--- src/lkvc_pkg.sv ---
`timescale 1ns / 1ps

package lkvc_pkg;

  localparam int unsigned CAPACITY_DEF = 16;

  localparam int unsigned CAP_W = 5;
  localparam logic [CAP_W-1:0] CAP_RESET = 5'd16;

  localparam logic OP_GET = 1'b0;
  localparam logic OP_PUT = 1'b1;

  localparam logic REG_CAPACITY = 1'b0;

  localparam logic [31:0] MISS_VALUE = 32'hFFFF_FFFF;

  typedef enum logic [2:0] {
    REC_IDLE   = 3'b001,
    REC_TOUCH  = 3'b010,
    REC_INSERT = 3'b100
  } rec_op_t;

  typedef struct packed {
    rec_op_t op;
    logic    evict;
  } rec_cmd_t;

endpackage

--- src/lkvc_mem.sv ---
`timescale 1ns / 1ps

module lkvc_mem #(
  parameter int unsigned CAPACITY = lkvc_pkg::CAPACITY_DEF,
  parameter int unsigned IW       = 4
) (
  input  logic          clk,
  input  logic          we,
  input  logic [IW-1:0] waddr,
  input  logic [31:0]   wkey,
  input  logic [31:0]   wvalue,
  input  logic [IW-1:0] raddr,
  output logic [31:0]   rkey,
  output logic [31:0]   rvalue
);

  logic [31:0] key_mem   [CAPACITY];
  logic [31:0] value_mem [CAPACITY];

  always_ff @(posedge clk) begin
    if (we) begin
      key_mem[waddr]   <= wkey;
      value_mem[waddr] <= wvalue;
    end
  end

  always_ff @(posedge clk) begin
    rkey   <= key_mem[raddr];
    rvalue <= value_mem[raddr];
  end

endmodule

--- src/lkvc_recency.sv ---
`timescale 1ns / 1ps

module lkvc_recency #(
  parameter int unsigned CAPACITY = lkvc_pkg::CAPACITY_DEF,
  parameter int unsigned IW       = 4,
  parameter int unsigned RW       = 4,
  parameter int unsigned OW       = 5
) (
  input  logic               clk,
  input  logic               rst_n,
  input  lkvc_pkg::rec_cmd_t cmd,
  input  logic [IW-1:0]      slot,
  input  logic [IW-1:0]      evict_slot,
  input  logic [IW-1:0]      rd_idx,
  output logic               rd_valid,
  output logic [RW-1:0]      rd_rank,
  output logic [OW-1:0]      occupancy
);

  logic [CAPACITY-1:0] valid_r, valid_nxt, valid_ev;
  logic [RW-1:0]       rank_r   [CAPACITY];
  logic [RW-1:0]       rank_nxt [CAPACITY];
  logic [OW-1:0]       occ_r, occ_nxt;
  logic [RW-1:0]       touch_rank;

  assign touch_rank = rank_r[slot];
  assign rd_valid   = valid_r[rd_idx];
  assign rd_rank    = rank_r[rd_idx];
  assign occupancy  = occ_r;

  always_comb begin
    valid_nxt = valid_r;
    rank_nxt  = rank_r;
    occ_nxt   = occ_r;
    valid_ev  = valid_r;
    unique case (cmd.op)
      lkvc_pkg::REC_TOUCH: begin
        // age every entry newer than the touched one
        for (int i = 0; i < CAPACITY; i++) begin
          if (valid_r[i] && (rank_r[i] < touch_rank)) rank_nxt[i] = rank_r[i] + RW'(1);
        end
        rank_nxt[slot] = '0;
      end
      lkvc_pkg::REC_INSERT: begin
        if (cmd.evict) valid_ev[evict_slot] = 1'b0;
        for (int i = 0; i < CAPACITY; i++) begin
          if (valid_ev[i]) rank_nxt[i] = rank_r[i] + RW'(1);
        end
        if (cmd.evict) rank_nxt[evict_slot] = '0;
        valid_nxt       = valid_ev;
        valid_nxt[slot] = 1'b1;
        rank_nxt[slot]  = '0;
        occ_nxt         = cmd.evict ? occ_r : occ_r + OW'(1);
      end
      default: begin
      end
    endcase
  end

  always_ff @(posedge clk) begin
    if (!rst_n) begin
      valid_r <= '0;
      occ_r   <= '0;
      for (int i = 0; i < CAPACITY; i++) rank_r[i] <= '0;
    end else begin
      valid_r <= valid_nxt;
      occ_r   <= occ_nxt;
      rank_r  <= rank_nxt;
    end
  end

  a_occ_bound: assert property (@(posedge clk) disable iff (!rst_n)
    int'(occ_r) <= CAPACITY)
    else $error("occupancy above capacity");

  a_occ_count: assert property (@(posedge clk) disable iff (!rst_n)
    $countones(valid_r) == int'(occ_r))
    else $error("occupancy does not match valid entries");

  a_insert_newest: assert property (@(posedge clk) disable iff (!rst_n)
    (cmd.op == lkvc_pkg::REC_INSERT) |=> (valid_r[$past(slot)] && rank_r[$past(slot)] == '0))
    else $error("inserted entry is not valid and most recent");

endmodule

--- src/lru_key_value_cache_top.sv ---
`timescale 1ns / 1ps

// LRU key-value cache, CAPACITY entries (16 by default).
// One item at a time: in_ready stays low until the result is loaded into the output register.
// The key scan reads one slot per cycle through the single memory read port and comparator.
// Reset (rst_n, synchronous, active low): all entries invalid, occupancy zero,
//   capacity_in_use back to 16, sequencer idle, output empty.
module lru_key_value_cache_top #(
  parameter int unsigned CAPACITY = lkvc_pkg::CAPACITY_DEF
) (
  input  logic               clk,
  input  logic               rst_n,
  // input channel
  input  logic               in_valid,
  output logic               in_ready,
  input  logic               in_op,
  input  logic signed [31:0] in_key,
  input  logic signed [31:0] in_value,
  // result channel
  output logic               out_valid,
  input  logic               out_ready,
  output logic               out_found,
  output logic signed [31:0] out_read_value,
  output logic               out_evicted,
  // configuration port
  input  logic               cfg_psel,
  input  logic               cfg_penable,
  input  logic               cfg_pwrite,
  input  logic [2:0]         cfg_paddr,
  input  logic [31:0]        cfg_pwdata,
  output logic [31:0]        cfg_prdata,
  output logic               cfg_pready
);

  localparam int unsigned IW = (CAPACITY > 1) ? $clog2(CAPACITY) : 1;
  localparam int unsigned RW = IW;
  localparam int unsigned OW = $clog2(CAPACITY + 1);
  localparam int unsigned CW = (lkvc_pkg::CAP_W > OW + 1) ? lkvc_pkg::CAP_W : OW + 1;
  localparam logic [IW-1:0] LAST_SLOT = IW'(CAPACITY - 1);

  typedef enum logic [3:0] {
    ST_IDLE = 4'b0001,
    ST_SCAN = 4'b0010,
    ST_UPD  = 4'b0100,
    ST_RESP = 4'b1000
  } state_t;

  state_t state_r, state_nxt;

  // configuration register
  logic [lkvc_pkg::CAP_W-1:0] cap_r;
  logic                       cfg_wr;

  // captured item
  logic        op_r;
  logic [31:0] key_r, val_r;

  // scan pipeline: issue address, then compare the registered read data
  logic [IW-1:0] scan_cnt_r, scan_cnt_nxt;
  logic          issue_r, issue_nxt;
  logic          cmp_v_r, cmp_v_nxt;
  logic [IW-1:0] cmp_idx_r;

  // scan findings
  logic          hit_r, hit_nxt;
  logic [IW-1:0] hit_idx_r, hit_idx_nxt;
  logic [31:0]   hitval_r, hitval_nxt;
  logic          free_r, free_nxt;
  logic [IW-1:0] free_idx_r, free_idx_nxt;
  logic          old_any_r, old_any_nxt;
  logic [IW-1:0] old_idx_r, old_idx_nxt;
  logic [RW-1:0] old_rank_r, old_rank_nxt;

  // pending result and output register
  logic        res_found_r, res_found_nxt;
  logic [31:0] res_value_r, res_value_nxt;
  logic        res_evict_r, res_evict_nxt;
  logic        out_valid_r, out_valid_nxt;
  logic        out_found_r;
  logic [31:0] out_value_r;
  logic        out_evicted_r;
  logic        out_load;

  // memory and recency interface
  logic               mem_we;
  logic [IW-1:0]      mem_waddr;
  logic [31:0]        rkey, rvalue;
  lkvc_pkg::rec_cmd_t rec_cmd;
  logic [IW-1:0]      rec_slot;
  logic               rd_valid;
  logic [RW-1:0]      rd_rank;
  logic [OW-1:0]      occupancy;

  // eviction decision
  logic [CW-1:0] cap_ext, eff_cap;
  logic          need_evict;
  logic [IW-1:0] ins_slot;
  logic          match;

  // ------------------------------------------------------------------
  // Configuration: write on the access phase, read back capacity.
  // ------------------------------------------------------------------
  assign cfg_pready = 1'b1;
  assign cfg_wr     = cfg_psel && cfg_penable && cfg_pwrite && cfg_pready;

  always_ff @(posedge clk) begin
    if (!rst_n) begin
      cap_r <= lkvc_pkg::CAP_RESET;
    end else if (cfg_wr && (cfg_paddr[2] == lkvc_pkg::REG_CAPACITY)) begin
      cap_r <= cfg_pwdata[lkvc_pkg::CAP_W-1:0];
    end
  end

  always_comb begin
    cfg_prdata = '0;
    if (cfg_paddr[2] == lkvc_pkg::REG_CAPACITY) begin
      cfg_prdata = {{(32 - lkvc_pkg::CAP_W){1'b0}}, cap_r};
    end
  end

  // Capacity zero acts as one; values above CAPACITY saturate.
  assign cap_ext    = CW'(cap_r);
  assign eff_cap    = (cap_r == '0) ? CW'(1) :
                      ((cap_ext > CW'(CAPACITY)) ? CW'(CAPACITY) : cap_ext);
  assign need_evict = (CW'(occupancy) + CW'(1)) > eff_cap;

  // Insert into the lowest invalid slot, counting the one freed by eviction.
  assign ins_slot = need_evict ?
                    ((free_r && (free_idx_r < old_idx_r)) ? free_idx_r : old_idx_r) :
                    free_idx_r;

  // Shared comparator: one stored key against the captured key per cycle.
  assign match = cmp_v_r && rd_valid && (rkey == key_r);

  assign in_ready = (state_r == ST_IDLE);
  assign out_load = (state_r == ST_RESP) && (!out_valid_r || out_ready);

  // ------------------------------------------------------------------
  // Sequencer
  // ------------------------------------------------------------------
  always_comb begin
    state_nxt     = state_r;
    scan_cnt_nxt  = scan_cnt_r;
    issue_nxt     = issue_r;
    cmp_v_nxt     = 1'b0;
    hit_nxt       = hit_r;
    hit_idx_nxt   = hit_idx_r;
    hitval_nxt    = hitval_r;
    free_nxt      = free_r;
    free_idx_nxt  = free_idx_r;
    old_any_nxt   = old_any_r;
    old_idx_nxt   = old_idx_r;
    old_rank_nxt  = old_rank_r;
    res_found_nxt = res_found_r;
    res_value_nxt = res_value_r;
    res_evict_nxt = res_evict_r;
    mem_we        = 1'b0;
    mem_waddr     = hit_idx_r;
    rec_cmd.op    = lkvc_pkg::REC_IDLE;
    rec_cmd.evict = 1'b0;
    rec_slot      = hit_idx_r;

    unique case (state_r)
      ST_IDLE: begin
        if (in_valid) begin
          scan_cnt_nxt = '0;
          issue_nxt    = 1'b1;
          hit_nxt      = 1'b0;
          free_nxt     = 1'b0;
          old_any_nxt  = 1'b0;
          state_nxt    = ST_SCAN;
        end
      end
      ST_SCAN: begin
        // issue the next slot address
        if (issue_r) begin
          cmp_v_nxt = 1'b1;
          if (scan_cnt_r == LAST_SLOT) begin
            issue_nxt = 1'b0;
          end else begin
            scan_cnt_nxt = scan_cnt_r + IW'(1);
          end
        end
        // fold in the slot read last cycle
        if (cmp_v_r) begin
          if (match && !hit_r) begin
            hit_nxt     = 1'b1;
            hit_idx_nxt = cmp_idx_r;
            hitval_nxt  = rvalue;
          end
          if (!rd_valid && !free_r) begin
            free_nxt     = 1'b1;
            free_idx_nxt = cmp_idx_r;
          end
          if (rd_valid && (!old_any_r || (rd_rank > old_rank_r))) begin
            old_any_nxt  = 1'b1;
            old_idx_nxt  = cmp_idx_r;
            old_rank_nxt = rd_rank;
          end
          if (!issue_r) state_nxt = ST_UPD;
        end
      end
      ST_UPD: begin
        res_found_nxt = hit_r;
        res_evict_nxt = 1'b0;
        res_value_nxt = '0;
        if (op_r == lkvc_pkg::OP_GET) begin
          res_value_nxt = hit_r ? hitval_r : lkvc_pkg::MISS_VALUE;
          if (hit_r) rec_cmd.op = lkvc_pkg::REC_TOUCH;
        end else if (hit_r) begin
          mem_we     = 1'b1;
          rec_cmd.op = lkvc_pkg::REC_TOUCH;
        end else begin
          mem_we        = 1'b1;
          mem_waddr     = ins_slot;
          rec_slot      = ins_slot;
          rec_cmd.op    = lkvc_pkg::REC_INSERT;
          rec_cmd.evict = need_evict;
          res_evict_nxt = need_evict;
        end
        state_nxt = ST_RESP;
      end
      ST_RESP: begin
        // hold until the output register can take the result
        if (out_load) state_nxt = ST_IDLE;
      end
      default: begin
        state_nxt = ST_IDLE;
      end
    endcase
  end

  always_comb begin
    out_valid_nxt = out_valid_r;
    if (out_valid_r && out_ready) out_valid_nxt = 1'b0;
    if (out_load) out_valid_nxt = 1'b1;
  end

  always_ff @(posedge clk) begin
    if (!rst_n) begin
      state_r     <= ST_IDLE;
      issue_r     <= 1'b0;
      cmp_v_r     <= 1'b0;
      out_valid_r <= 1'b0;
    end else begin
      state_r     <= state_nxt;
      issue_r     <= issue_nxt;
      cmp_v_r     <= cmp_v_nxt;
      out_valid_r <= out_valid_nxt;
    end
  end

  // payload and scan datapath registers
  always_ff @(posedge clk) begin
    if (in_valid && in_ready) begin
      op_r  <= in_op;
      key_r <= in_key;
      val_r <= in_value;
    end
    scan_cnt_r  <= scan_cnt_nxt;
    cmp_idx_r   <= scan_cnt_r;
    hit_r       <= hit_nxt;
    hit_idx_r   <= hit_idx_nxt;
    hitval_r    <= hitval_nxt;
    free_r      <= free_nxt;
    free_idx_r  <= free_idx_nxt;
    old_any_r   <= old_any_nxt;
    old_idx_r   <= old_idx_nxt;
    old_rank_r  <= old_rank_nxt;
    res_found_r <= res_found_nxt;
    res_value_r <= res_value_nxt;
    res_evict_r <= res_evict_nxt;
    if (out_load) begin
      out_found_r   <= res_found_r;
      out_value_r   <= res_value_r;
      out_evicted_r <= res_evict_r;
    end
  end

  assign out_valid      = out_valid_r;
  assign out_found      = out_found_r;
  assign out_read_value = out_value_r;
  assign out_evicted    = out_evicted_r;

  // ------------------------------------------------------------------
  // Storage
  // ------------------------------------------------------------------
  lkvc_mem #(
    .CAPACITY (CAPACITY),
    .IW       (IW)
  ) u_mem (
    .clk    (clk),
    .we     (mem_we),
    .waddr  (mem_waddr),
    .wkey   (key_r),
    .wvalue (val_r),
    .raddr  (scan_cnt_r),
    .rkey   (rkey),
    .rvalue (rvalue)
  );

  lkvc_recency #(
    .CAPACITY (CAPACITY),
    .IW       (IW),
    .RW       (RW),
    .OW       (OW)
  ) u_recency (
    .clk        (clk),
    .rst_n      (rst_n),
    .cmd        (rec_cmd),
    .slot       (rec_slot),
    .evict_slot (old_idx_r),
    .rd_idx     (cmp_idx_r),
    .rd_valid   (rd_valid),
    .rd_rank    (rd_rank),
    .occupancy  (occupancy)
  );

  // ------------------------------------------------------------------
  // Assertions
  // ------------------------------------------------------------------
  a_evict_on_miss: assert property (@(posedge clk) disable iff (!rst_n)
    (out_valid_r && out_evicted_r) |-> !out_found_r)
    else $error("eviction reported on a hit");

  a_busy_after_transfer: assert property (@(posedge clk) disable iff (!rst_n)
    (in_valid && in_ready) |=> !in_ready)
    else $error("input taken while an item is in flight");

  a_slot_available: assert property (@(posedge clk) disable iff (!rst_n)
    (state_r == ST_UPD) |-> (hit_r || free_r || need_evict))
    else $error("no slot for insertion");

  a_evict_has_victim: assert property (@(posedge clk) disable iff (!rst_n)
    (state_r == ST_UPD && need_evict) |-> old_any_r)
    else $error("eviction with no valid entry");

endmodule
--- config.mk ---
export PLATFORM = sky130hd
export DESIGN_NAME = lru_key_value_cache_top
export DESIGN_NICKNAME = d
export VERILOG_FILES = /design/src/lkvc_pkg.sv /design/src/lkvc_mem.sv /design/src/lkvc_recency.sv /design/src/lru_key_value_cache_top.sv
export SDC_FILE = /design/constraint.sdc
export NUM_CORES = 2
export LEC_CHECK = 0
export BUFFER_PORTS_ARGS = -buffer_cell sky130_fd_sc_hd__buf_4
export CAP_MARGIN = 40
export CORE_MARGIN = 1.5
export CORE_UTILIZATION = 40
export CTS_CLUSTER_SIZE = 30
export DETAILED_ROUTE_END_ITERATION = 7
export GPL_TIMING_DRIVEN = 0
export PLACE_DENSITY = 0.54
export SKIP_LAST_GASP = 1
export SLEW_MARGIN = 20
export SYNTH_ARGS = -nofsm -noshare
export SYNTH_HDL_FRONTEND = slang
export SYNTH_SLANG_ARGS = --single-unit
--- constraint.sdc ---
create_clock -name clk -period 8.8 [get_ports clk]
set_input_delay 1.76 -clock clk [delete_from_list [all_inputs] [get_ports clk]]
set_output_delay 1.76 -clock clk [all_outputs]
set_load 0.02 [all_outputs]
[Word-level counts from Yosys, hierarchy flattened]
Memories as Yosys holds them, arrays and structs flattened. A register that Yosys moved wholly into a read port is not among the register bits.
Index checks and enable logic that the tools add are counted.
Word-level totals
  RAM bits: 1024
  ROM bits: 0
  latch bits: 0
  register bits after elaboration: 289
  output and inout port bits: 69
  word-level logic and storage cells: 307
  input port bits: 107
  memories kept: 2
Memory list
  u_mem.key_mem: words 16, bits a word 32, rd ports 1, clocked after memory_dff 1, write ports 1, RTL line lkvc_mem.sv:17  | logic [31:0] key_mem [CAPACITY];
  u_mem.value_mem: words 16, bits a word 32, rd ports 1, clocked after memory_dff 1, write ports 1, RTL line lkvc_mem.sv:18  | logic [31:0] value_mem [CAPACITY];
Operators by class
  multiply operators: 0
  equality and inequality tests: 17
  bitwise operators: 13
  reduce and logical (&&, ||, !) cells: 54
  add/subtract/negate cells: 19
  divide/modulo/power cells: 0
  magnitude comparators: 30
  muxes and demuxes: 130
  shift-type cells: 0
Operators with widths (number)
  4-bit 2-to-1 mux: 83
  64-bit AND: 3
  64-bit 2-to-1 mux: 2
  64-bit NOT: 2
  64-bit one-hot mux with 2 select lines: 1
  4-bit by 1-bit adder with 4-bit output, second input constant: 17
  4-bit less-than comparator: 17
  4-bit binary-select mux with 4-bit select: 2
  4-bit demux with 4-bit select: 2
  32-bit == test: 1
  1-bit logical AND: 32
  16-bit 2-to-1 mux: 2
  32-bit 2-to-1 mux: 1
  1-bit 2-to-1 mux: 22
  4-bit AND reduction: 5
  2-bit != test, second input constant: 9
  16-bit AND: 1
  16-bit NOT: 1
  16-bit OR: 1
  4-bit one-hot mux with 4 select lines: 1
  5-bit >= comparator, second input constant: 3
  4-bit by 5-bit less-than comparator with 1-bit output, second input constant: 3
  5-bit 2-to-1 mux: 3
  4-bit NOT with 5-bit output: 3
  26 further kinds: 46

[Logic depth before layout (Yosys ltp)]
  word-level depth: 18
  mapped depth: 27
  mapped depth without buffers: 24

[Cells and area by module]
From an unflattened synthesis, not the netlist that was laid out.
Unflattened totals
  cells, all modules: 3167
  area total of the unflattened synthesis: 55715.9 µm²
By module, submodules not included
  lkvc_mem: area an instance 39581.7 µm², times used 1, cells an instance 1647, seq. area each 32030.7 µm²
  lkvc_recency: area an instance 8309.2 µm², times used 1, cells an instance 1023, seq. area each 1701.6 µm²
  lru_key_value_cache_top: area an instance 7825.0 µm², times used 1, cells an instance 497, seq. area each 5965.7 µm²

[Worst setup path before layout]
No wires, ideal clock.
  kind: register -> register
  from: register state_r[3]
  to: memory u_mem.key_mem[4][0], enable pin
  path slack: 2346 ps
  stages on the path, launching flop included: 9
  setup time: 486 ps
  required time: 8314 ps
  arrival time: 5967 ps
  cell sequence: dfxtp_1 nor4b_4 nand3b_1 clkbuf_1 clkbuf_1 o31ai_1 buf_2 nand2_1 nor2_1
Between the ends
  cells in the longest elaborated chain, start to end: 4
  elaborated cells on any way between the ends: 5
  those cells by class: eq/ne: 1; mux: 4
RTL lines
  from (decl): RTL line lru_key_value_cache_top.sv:48  | state_t state_r, state_nxt;
  from (signal assigned): RTL line lru_key_value_cache_top.sv:246  | state_r <= state_nxt;
  4-bit by 3-bit == test with 1-bit output (*): RTL line lru_key_value_cache_top.sv:163  | unique case (state_r)
  1-bit 2-to-1 mux: RTL line lru_key_value_cache_top.sv:163
  1-bit 2-to-1 mux: RTL line lkvc_mem.sv:21  | if (we) begin
  1-bit 2-to-1 mux (not written as such): RTL line lkvc_mem.sv:22  | key_mem[waddr] <= wkey;
  to (decl): RTL line lkvc_mem.sv:17
Mark *: on every way between the ends. The rest lies on a longest branch, timed or not.

[Worst setup path in the final report]
  from: register u_recency.occ_r[0], in the netlist u_recency.occupancy[0]
  to: register u_recency.rank_r[18] in the netlist's numbering
Between the ends
  cells in the longest elaborated chain, start to end: 16
  elaborated cells on any way between the ends: 33
  those cells by class: add/sub: 1; order compare: 4; mux: 21; bitwise: 5; reduce/logical: 2
RTL lines
  from (decl): RTL line lkvc_recency.sv:23  | logic [OW-1:0] occ_r, occ_nxt;
  from (signal assigned): RTL line lkvc_recency.sv:67  | occ_r <= occ_nxt;
  5-bit by 1-bit adder with 6-bit output (*): RTL line lru_key_value_cache_top.sv:125  | assign need_evict = (CW'(occupancy) + CW'(1)) > eff_cap;
  6-bit by 5-bit > comparator with 1-bit output (*): RTL line lru_key_value_cache_top.sv:125
  4-bit 2-to-1 mux: RTL line lru_key_value_cache_top.sv:128  | assign ins_slot = need_evict ?
  4-bit 2-to-1 mux: RTL line lru_key_value_cache_top.sv:210  | end else if (hit_r) begin
  4-bit 2-to-1 mux: RTL line lru_key_value_cache_top.sv:207  | if (op_r == lkvc_pkg::OP_GET) begin
  4-bit 2-to-1 mux: RTL line lru_key_value_cache_top.sv:163
  4-bit NOT with 5-bit output (not written as such): RTL line lkvc_recency.sv:26, lkvc_recency.sv:42, lkvc_recency.sv:52
  4-bit binary-select mux with 4-bit select: RTL line lkvc_recency.sv:26  | assign touch_rank = rank_r[slot];
  4-bit 2-to-1 mux (not written as such) (2 in a row): RTL line lkvc_recency.sv:26
  4-bit less-than comparator: RTL line lkvc_recency.sv:40  | if (valid_r[i] && (rank_r[i] < touch_rank)) rank_nxt[i] = rank_r[i] + RW'(1);
  1-bit logical AND: RTL line lkvc_recency.sv:40
  4-bit 2-to-1 mux: RTL line lkvc_recency.sv:40
  4-bit 2-to-1 mux: RTL line lkvc_recency.sv:36  | unique case (cmd.op)
  64-bit AND (no source line)
  64-bit one-hot mux with 2 select lines (*): RTL line lkvc_recency.sv:36
  to (signal assigned): RTL line lkvc_recency.sv:68  | rank_r <= rank_nxt;
  to (decl): RTL line lkvc_recency.sv:21  | logic [RW-1:0] rank_r [CAPACITY];
Mark *: on every way between the ends. The rest lies on a longest branch, timed or not. The select of a mux whose other input is x is not followed.
A chain may end at the register's enable or synchronous reset.

==> flow_metrics.env <==
export IMPL_max_freq_mhz=153
export IMPL_cts_resized=0
export IMPL_clock_skew_ns=0.0236
export IMPL_synthDistinctLibCells=79
export IMPL_grt_pass1_wl_mm=219
export IMPL_gr_total_overflow=0
export IMPL_place_hpwl_mm=104
export IMPL_leakagePower_nw=22.1
export IMPL_core_area_um2=139000
export IMPL_die_y_um=377
export IMPL_start_util_pct=40.3
export IMPL_fin_crit_ns=6.55
export IMPL_status="complete, no violations"
export IMPL_io_pins=176
export IMPL_worst_setup_path_end_kind="flop"
export IMPL_htree_num_levels=4
export IMPL_postSynth_asyncResetShare_pct=0
export IMPL_p_comb_share_pct=5.9
export IMPL_cts_buffers=150
export IMPL_postCtsHoldBufs=0
export IMPL_hold_class="flop to flop"
export IMPL_grt_pass1_vias=31000
export IMPL_drv_cap=0
export IMPL_rows=137
export IMPL_holdPathStages=0
export IMPL_drive_above_1_share_pct=25.5
export IMPL_register_area_um2=39700
export IMPL_dr_pass1_iters=8
export IMPL_place_congestion=0.947
export IMPL_p_seq_share_pct=51.0
export IMPL_nFillCells=11700
export IMPL_hold_viol_final=0
export IMPL_post_cts_buffers=0
export IMPL_slowest_stage="o41ai_1"
export IMPL_clk_latency_ns=0.77
export IMPL_antenna_found_initial=5
export IMPL_synth_seq_cells=1377
export IMPL_grt_setup_unrepaired="no"
export IMPL_final_period_utilization_pct=74.5
export IMPL_cts_tree="built"
export IMPL_critPathMaxFanout=10
export IMPL_wirelength_mm=151
export IMPL_drc=0
export IMPL_worst_slew_pin_transition_ns=0.928
export IMPL_synth_edf_count=1212
export IMPL_drtAntennaViolNets=0
export IMPL_cts_sinks=1377
export IMPL_intPower_mw=11.4
export IMPL_path_common_cell="ha_1"
export IMPL_slew_violations=0
export IMPL_ir_worst_vdd_v=0.000214
export IMPL_powerDensity_nw_per_um2=216
export IMPL_cp_start_kind="flop"
export IMPL_cp_required_ns=9.48
export IMPL_switching_share_pct=21.7
export IMPL_synthFlopType="edfxtp_1"
export IMPL_slowest_delay_ns=0.66
export IMPL_final_cell_mix="1,212 x edfxtp_1, 345 x mux4_2, 205 x nand2_1, 165 x dfxtp_1, 155 x clkbuf_16"
export IMPL_setup_tns_ns=0
export IMPL_whs_ns=0.390
export IMPL_viasPerCell=5.60
export IMPL_fin_nets=3745
export IMPL_yosysWarnings=0
export IMPL_cts_root_buf="clkbuf_16"
export IMPL_synth_area_um2=56000
export IMPL_seq_area_frac_synth_pct=70.8
export IMPL_area_delta_synth_final_pct=19.8
export IMPL_n_antenna_cell=0
export IMPL_avgSynthCellArea_um2=18.0
export IMPL_path_class="flop to flop"
export IMPL_clk_pin_slew_ns=0.06
export IMPL_power_total_mw=14.5
export IMPL_path_cells="ha_1, nand3_1, xnor2_1, ha_1, and3_1, and3_1, a221o_1, or4_4, nand3_2, clkbuf_1, buf_1, nand2_1, o21ai_0, o21ai_0, o211ai_1, o21ai_4, ha_1, a21o_1, a211o_1, o41ai_1, nand2_1, xor2_1, o22ai_1"
export IMPL_port_buffers=118
export IMPL_dieArea_um2=142000
export IMPL_drt_first_iter_violations=3430
export IMPL_clockBufferDepth=3
export IMPL_ff2ff_path_depth=23
export IMPL_grt_max_degree=41
export IMPL_die_w_um=377
export IMPL_p_clk_share_pct=43.1
export IMPL_setup_viol=0
export IMPL_dr_total_vias=31100
export IMPL_synthesis_instances=3114
export IMPL_grt_use_total_pct=21.5
export IMPL_wl_per_cell_um=27.2
export IMPL_switchingPower_mw=3.15
export IMPL_arrival_ns=7.24
export IMPL_multi_input_area_um2=15500
export IMPL_slew_headroom_pct=37.9
export IMPL_layout_commonest_cell="edfxtp_1"
==> cells in the mapped netlist, types with 11 or more instances <==
master	instances	area share (%)
a21oi_1	101	0.90
and3_1	12	0.13
nor2_1	102	0.68
a22oi_1	18	0.24
mux4_2	345	14
nor3_1	18	0.16
buf_1	32	0.21
o311ai_0	11	0.17
inv_1	60	0.40
mux2i_1	22	0.39
clkbuf_1	120	0.80
xor2_1	41	0.64
a211o_1	12	0.19
nand4_1	14	0.16
nor2b_1	31	0.35
nor4_1	17	0.19
o211ai_1	18	0.24
buf_4	29	0.39
xnor2_1	31	0.48
dfxtp_1	165	5.9
o21ai_1	15	0.13
a32oi_1	14	0.22
nand2b_1	16	0.18
a21o_1	17	0.23
o21ai_0	93	0.83
nand2_1	205	1.4
and2_1	15	0.17
ha_1	78	1.7
nand3_1	87	0.78
edfxtp_1	1212	65
==> worst max-delay path: cells and delay by family (launching register included) <==
family / cells / cell delay, ns
DFF: 1 / 0.41
AOI/OAI and AO/OA: 9 / 2.44
xor gates and xnor gates: 2 / 0.37
buffers and inverters: 2 / 0.88
and+or+nand+nor: 7 / 1.47
adders and majority gates: 3 / 0.88
==> path summary, 6_finish.rpt <==
| kind | slack [ns] | startpoint | end |
|---|---|---|---|
| hold reg to reg | 0.39 | scan_cnt_r[2]$_SDFFCE_PN0P_ | cmp_idx_r[2]$_DFF_P_ |
| setup / recovery | 2.25 | u_recency.occupancy[0]$_SDFFE_PN0P_ | u_recency.rank_r[18]$_SDFFE_PN0P_ |
| setup reg to reg | 2.25 | u_recency.occupancy[0]$_SDFFE_PN0P_ | u_recency.rank_r[18]$_SDFFE_PN0P_ |
| hold / removal | 0.39 | scan_cnt_r[2]$_SDFFCE_PN0P_ | cmp_idx_r[2]$_DFF_P_ |
==> sequential cells by signal (all words and copies together), names as in the netlist, 5 cells and up <==
name and flops:
val_r 32, key_r 32, hitval_r 32, u_mem.key_mem 512, cap_r 5, u_mem.rvalue 32
u_recency.rank_r 64, u_mem.rkey 32, u_recency.valid_r 16, res_value_r 32, u_recency.occupancy 5, out_read_value 32
u_mem.value_mem 512
==> routing by layer <==
layer  vias to the layer above  wire length (um)  global-route usage, %
met5                         -                15                      0
met4                         2              4910                   7.97
met3                       246              9390                   3.49
met2                      1186             70900                   33.5
met1                     16200             66000                   30.4
li1                      13500                 -                      -
==> area by class of cell <==
type | count | area share [%]
Buffer | 186 | 1.29
Clock buffer | 216 | 6.46
Clock inverter | 61 | 0.859
Inverter | 60 | 0.343
Multi-Input combinational cell | 1517 | 23.2
Sequential cell | 1377 | 59.1
Tap cell | 1876 | 3.50
Timing Repair Buffer | 268 | 5.26
==> power by group through the flow <==
stage / Sequential [mW] / Combinational [mW] / Clock, mW
after floorplan: 7.48 / 0.518 / 0
after global placement: 7.54 / 0.807 / 0
after global routing: 7.42 / 0.904 / 6.64
after detailed placement: 7.54 / 0.862 / 0
after CTS: 7.41 / 0.864 / 6.41
final: 7.40 / 0.851 / 6.25
==> kinds of logic (layout without fill, tap and decap cells) <==
| family | Yosys count | in the layout | share of synthesized area [%] |
|---|---|---|---|
| muxes | 371 | 371 | 14.3 |
| AOI/OAI and AO/OA | 409 | 409 | 5.23 |
| xor gates and xnor gates | 72 | 72 | 1.13 |
| adders and majority gates | 78 | 78 | 1.74 |
| buffers and inverters | 246 | 791 | 1.90 |
| other | 2 | 28 | 0.0134 |
| DFF | 1377 | 1377 | 70.8 |
| and+or+nand+nor | 559 | 559 | 4.79 |
==> metrics by stage <==
stage	std cells	setup WS, ns	area (um^2)	util [%]
global placement	5134	-4.18	59400	42.6
detailed placement	5274	2.38	62100	44.6
floorplan	3140	2.35	56100	-
global route	5561	1.94	67100	48.2
CTS	5551	2.32	67000	48.2
finish	5561	2.25	67100	48.2
(Power assumes the default switching activity.)
